**config.mk**
```make
export PLATFORM = sky130hd
export DESIGN_NAME = srtl_ram
export DESIGN_NICKNAME = d
export VERILOG_FILES = /design/src/hdl/srtl_ram.sv
export SDC_FILE = /design/constraint.sdc
export NUM_CORES = 1
export LEC_CHECK = 0
export BUFFER_PORTS_ARGS = -buffer_cell sky130_fd_sc_hd__clkbuf_2
export CAP_MARGIN = 10
export CORE_MARGIN = 5
export CORE_UTILIZATION = 30
export CTS_CLUSTER_DIAMETER = 60
export CTS_CLUSTER_SIZE = 16
export DETAILED_ROUTE_END_ITERATION = 12
export PLACE_DENSITY = 0.53
export SETUP_SLACK_MARGIN = 0.02
export SYNTH_ARGS = -nofsm -noshare
export SYNTH_HDL_FRONTEND = slang
export SYNTH_SLANG_ARGS = --single-unit
```
**constraint.sdc**
```tcl
create_clock -name clk -period 3.9 [get_ports clk]
set_input_delay 0.585 -clock clk [delete_from_list [all_inputs] [get_ports clk]]
set_output_delay 0.585 -clock clk [all_outputs]
set_load 0.01 [all_outputs]
```
**src/hdl/srtl_ram.sv**
```systemverilog
// Generic single-port-write, single-port-read RAM with registered read data.
module srtl_ram #(
    parameter int WIDTH = 8,
    parameter int DEPTH = 16
) (
    input  logic                     clk,
    input  logic                     wr_en,
    input  logic [$clog2(DEPTH)-1:0] wr_addr,
    input  logic [WIDTH-1:0]         wr_data,
    input  logic [$clog2(DEPTH)-1:0] rd_addr,
    output logic [WIDTH-1:0]         rd_data
);

    logic [WIDTH-1:0] mem [DEPTH];

    // write port and registered read port
    always_ff @(posedge clk)
    begin
        if (wr_en)
        begin
            mem[wr_addr] <= wr_data;
        end
        rd_data <= mem[rd_addr];
    end

endmodule

```
==> out/results.txt, run 1 <==
status - finished, final reports clean
VDD IR max - 0.3077 mV
slew margin rel. - 30.97%
Min Clock Period, post-route - 1925 ps
HP Class - in2reg
final setup vio count - 0
min-delay src - wr_data[4]
Ys Warns - 0
Initial DRT Pass Iterations - 6
clock skew - 12.35 ps
largest net degree at the start of global routing - 33
final worst slack - 1975 ps
clock latency on the worst-skew pair - 410 ps
number of max-cap violations - 0
CP Capture Type - register
Req. time, crit path - 3930 ps
I/O pin total - 26
Initial Utilization - 30.82%
final estimated routing congestion in global placement - 0.7097
period utilization - 49.36%
number of global-route vias before repair - 2570
RSZ-0062 raised after global routing - false
first-pass GRT wire length - 15730 um
Max Fclk - 0.5195 GHz
total CTS buffers - 17
nets - 286
CTS tree - yes
die width - 141.0 um
Vias - 2315
syn_area_per_cell - 22.48 um^2
core footprint - 0.01670 mm^2
DRC viols - 0
FP Rows - 47
Worst R2R Start - mem[3][6]
vias per cell - 4.621
fillcell total - 1557
worst hold slack - 588.6 ps
WL/cell - 20.20 um
worst slack, placed - 1567 ps
max-slew violations - 0
Hold Buf Count CTS - 0
arrival time worst endpoint - 1950 ps
root buffer cell - clkbuf_16
Leak - 1.973 nW
clk sink count - 136
CTS Buffer Depth - 2
H-tree Lvls - 4
Yosys cell types - 19
power per cell area - 525.3 mW/mm^2
Post-Syn Nets - 247
P&R area growth vs syn - 16.65%
CP Launch Type - primary input
mapped cell area - 0.005147 mm^2
Post-CTS Setup Bufs - 0
post-synthesis register bit count - 136
layout cell share with drive strength beyond 1 - 25.27%
Gate Count Post-Synth - 229
most frequent cells in the layout - 128 x edfxtp_1, 25 x clkbuf_2, 18 x mux4_2, 17 x clkbuf_16, 16 x a22oi_1
total die area - 0.01988 mm^2
register area - 0.004004 mm^2
critical path fanouts, max - 8
Post-DRT Antenna Nets - 0
footprint of the multi-input gates - 0.001057 mm^2
Fin. Hold Viols - 0
diode count - 0
Critical Path Start - wr_addr[2]
CTS resizes - 0
port bufs - 25
GRT Util Overall - 10.93%
worst slew pin tran - 1032 ps
total wire length - 10120 um
sequential fraction of the synthesis area - 77.78%
Crit Path Class - in2reg
initial DRC count - 228
grt ovf - 0
Fin Setup TNS - 0 ps
initial antenna violation count - 1
Die Ht - 141.0 um
most common cell after layout, fill and taps aside - edfxtp_1
Clock transition at path regs - 50 ps
hpwl dp - 6389 um
## registers in the layout (all words and copies together) (netlist names)
register	cells
mem	128
rd_data	8
## layout make-up
type / count / area share [%]
tap: 220 / 4.584
multi-input combinational: 83 / 17.61
clock inverter: 6 / 0.4376
timing repair buffer: 30 / 2.709
clock buffer: 26 / 7.981
sequential: 136 / 66.68
## kinds of logic (layout without fill, tap and decap cells)
family | count (synthesis) | count (layout) | synth area share, %
AOI/OAI and AO/OA | 16 | 16 | 2.334
buffers and inverters | 10 | 62 | 1.677
DFF | 136 | 136 | 77.78
muxes | 32 | 32 | 15.02
and+or+nand+nor | 35 | 35 | 3.184
## cells in the mapped netlist
| cell type | n | share of area (%) |
|---|---|---|
| edfxtp_1 | 128 | 75 |
| mux4_2 | 18 | 7.9 |
| a22oi_1 | 16 | 2.3 |
| mux4_1 | 14 | 7.1 |
| nor2_1 | 13 | 0.95 |
| nand2_1 | 9 | 0.66 |
| dfxtp_1 | 8 | 3.1 |
| nor3_1 | 4 | 0.39 |
| buf_2 | 3 | 0.29 |
| buf_6 | 3 | 0.66 |
| clkdlybuf4s25_2 | 3 | 0.58 |
| nand2b_1 | 2 | 0.24 |
| nand3b_1 | 2 | 0.29 |
| and2_1 | 1 | 0.12 |
| and2b_1 | 1 | 0.15 |
| buf_4 | 1 | 0.15 |
| nand3_1 | 1 | 0.097 |
| nor2b_1 | 1 | 0.12 |
| or3b_2 | 1 | 0.17 |
## final timing paths
check	endpoint	slack, ps	cells past startpoint
max	mem[2][3]	1970	3
min reg2reg	rd_data[3]	660	3
min	mem[11][4]	590	1
max reg2reg	rd_data[6]	2560	3
## routing by layer
| layer | global-route usage [%] | wire length, um | vias to the layer above |
|---|---|---|---|
| li1 | - | - | 1051 |
| met1 | 15.22 | 4823 | 1193 |
| met2 | 16.03 | 4700 | 56 |
| met3 | 4.064 | 517 | 13 |
| met4 | 3.366 | 64 | 2 |
| met5 | 0 | 12 | - |
## metrics by stage
stage,instances,power [W],area (um^2),utilization (%)
global placement,469,0.001823,5499,32.93
finish,501,0.003154,6005,35.95
global route,501,0.003266,6005,35.95
CTS,501,0.003184,6005,35.95
floorplan,229,0.001759,5147,-
detailed placement,469,0.001826,5499,32.93
## power breakdown
part	switching, W	leakage [nW]	internal [W]	total [W]
clock network	0.000528	0.249	0.000835	0.00136
logic	0.0000844	0.500	0.0000592	0.000144
registers	0.0000115	1.22	0.00164	0.00165
## critical path, stage by stage
cell and delay, ps:
clkbuf_2 110, or3b_2 510, nor2_1 740
Power figures use the tool's default switching activity.
==> inputs of run 2 (changes only) <==
==> constraint.sdc (replaced) <==
create_clock -name clk -period 2 [get_ports clk]
set_input_delay 0.3 -clock clk [delete_from_list [all_inputs] [get_ports clk]]
set_output_delay 0.3 -clock clk [all_outputs]
set_load 0.01 [all_outputs]
==> run 2 against run 1 <==
Non-clock buffer count rose by 15. Highest routed layer unchanged. Final cell count increased by 3.0%. First-iteration DRC count fell by 13%. Sequential power increased by 95%. Combinational power up 100%. Die area unchanged. Largest cell class unchanged. Utilization increased by 1.1 points.
==> out/results.txt, run 2 (same netlist as run 1, synthesis figures left out) <==
status - finished, final reports clean
total die area - 0.01988 mm^2 (unchanged)
Clock transition at path regs - 50 ps (about the same)
core footprint - 0.01670 mm^2 (unchanged)
Hold Buf Count CTS - 0 (unchanged)
port bufs - 25 (unchanged)
Initial Utilization - 30.82% (unchanged)
HP Class - in2reg
clock latency on the worst-skew pair - 410 ps (about the same)
reg2reg path depth - 3 (unchanged)
CTS tree - yes
Vias - 2384 (+3.0%)
most frequent cells in the layout - 128 x edfxtp_1, 25 x clkbuf_2, 18 x mux4_2, 18 x buf_4, 17 x clkbuf_16
max reg flops - 128 (unchanged)
arrival time worst endpoint - 1650 ps (-300 ps)
biggest regs - mem x128, rd_data x8
critical-path cell list - clkbuf_2 -> buf_12 -> mux4_1 -> a22oi_1 -> nand2_1
Post-CTS Setup Bufs - 0 (unchanged)
P&R area growth vs syn - 20.08%
clock skew - 3.073 ps (-9.273 ps)
CTS resizes - 0 (unchanged)
clk sink count - 136 (unchanged)
nets - 301 (+5.2%)
final estimated routing congestion in global placement - 0.6887 (-3.0%)
most common cell after layout, fill and taps aside - edfxtp_1
slew margin rel. - 70.81% (+40 points)
number of global-route vias before repair - 2607 (+1.4%)
vias per cell - 4.620 (about the same)
worst slew pin tran - 437.9 ps (-593.7 ps)
final setup vio count - 0 (unchanged)
Die Ht - 141.0 um (unchanged)
CTS Buffer Depth - 2 (unchanged)
total CTS buffers - 17 (unchanged)
critical path's slowest cell - mux4_1
Fin. Hold Viols - 0 (unchanged)
CP Launch Type - primary input
Min Clock Period, post-route - 1359 ps
layout cell share with drive strength beyond 1 - 30.07% (+4.8 points)
VDD IR max - 0.5698 mV (+85%)
RSZ-0062 raised after global routing - false
Initial DRT Pass Iterations - 4 (-2)
period utilization - 67.97%
cell count along the critical path - 5 (+2)
root buffer cell - clkbuf_16
largest net degree at the start of global routing - 33 (unchanged)
H-tree Lvls - 4 (unchanged)
max-slew violations - 0 (unchanged)
WHS Path Cells - 1 (unchanged)
CP Capture Type - register
initial antenna violation count - 1 (unchanged)
Crit Path Class - in2reg
first-pass GRT wire length - 15450 um (-1.8%)
Post-DRT Antenna Nets - 0 (unchanged)
Buf+Inv Stages, Crit Path - 2 (+1)
Req. time, crit path - 2290 ps (-1640 ps)
Crit path max-delay family - multiplexers
crit-path max cell delay - 600 ps (-140 ps)
Fin Setup TNS - 0 ps (unchanged)
die width - 141.0 um (unchanged)
Leak - 2.081 nW (+5.5%)
DRC viols - 0 (unchanged)
diode count - 0 (unchanged)
FP Rows - 47 (unchanged)
total wire length - 9942 um (-1.7%)
I/O pin total - 26 (unchanged)
critical path fanouts, max - 32 (+24)
Max Fclk - 0.7356 GHz
grt ovf - 0 (unchanged)
GRT Util Overall - 10.81% (-0.13 points)
power per cell area - 1027 mW/mm^2 (+96%)
initial DRC count - 199 (-13%)
Most flops, register - mem
number of max-cap violations - 0 (unchanged)
worst hold slack - 318.0 ps (-270.7 ps)
WL/cell - 19.27 um (-4.6%)
hpwl dp - 6520 um (+2.0%)
## run 2: cell types whose count changed in the layout (fill, tap and decap cells not counted)
cell / previous run / this run
clkbuf_1: 7 / 2
clkbuf_8: 2 / 0
clkinv_1: 3 / 5
buf_12: 0 / 2
clkinv_2: 3 / 5
bufinv_16: 0 / 2
buf_4: 5 / 18
clkinvlp_4: 0 / 1
## run 2: cell type report
class,count,area (um^2)
timing repair buffer,45,300.3
tap,220,275.3
sequential,136,4004
multi-input combinational,83,1057
fill,1567,10520
clock inverter,13,111.4
clock buffer,19,432.9
## run 2: final timing paths
path	slack (ps)	startpoint	to
min reg2reg	670	mem[15][7]	rd_data[7]
max	640	rd_addr[0]	rd_data[0]
min	320	wr_data[3]	mem[6][3]
max reg2reg	650	mem[2][0]	rd_data[0]
## run 2: worst register-to-register path: stages, from the launching register on
cell,delay [ps]
edfxtp_1,360
mux4_1,510
a22oi_1,280
nand2_1,90
## run 2: metal layers
metal	up-vias	part of all wire (%)	global-route usage, %
met3	16	4.6	3.488
li1	1081	-	-
met1	1234	46	14.45
met5	-	0.070	0
met2	51	48	16.43
met4	2	1.7	4.284
## run 2: power breakdown
group	switching, W	leakage (nW)	internal, W
clock network	0.00105	0.268	0.00180
logic	0.000165	0.590	0.000129
registers	0.0000236	1.22	0.00319
## run 2: through the flow
| stage | setup WS [ps] | utilization (%) | area (um^2) | total power [W] | std cells |
|---|---|---|---|---|---|
| 4_1_cts | 611.2 | 37.01 | 6181 | 0.006432 | 516 |
| 3_3_place_gp | 203.6 | 33.75 | 5637 | 0.003571 | 484 |
| 3_5_place_dp | 189.5 | 33.75 | 5637 | 0.003577 | 484 |
| 6_report | 640.6 | 37.01 | 6181 | 0.006350 | 516 |
| 5_1_grt | 564.1 | 37.01 | 6181 | 0.006588 | 516 |
| 2_1_floorplan | 207.1 | - | 5147 | 0.003430 | 229 |
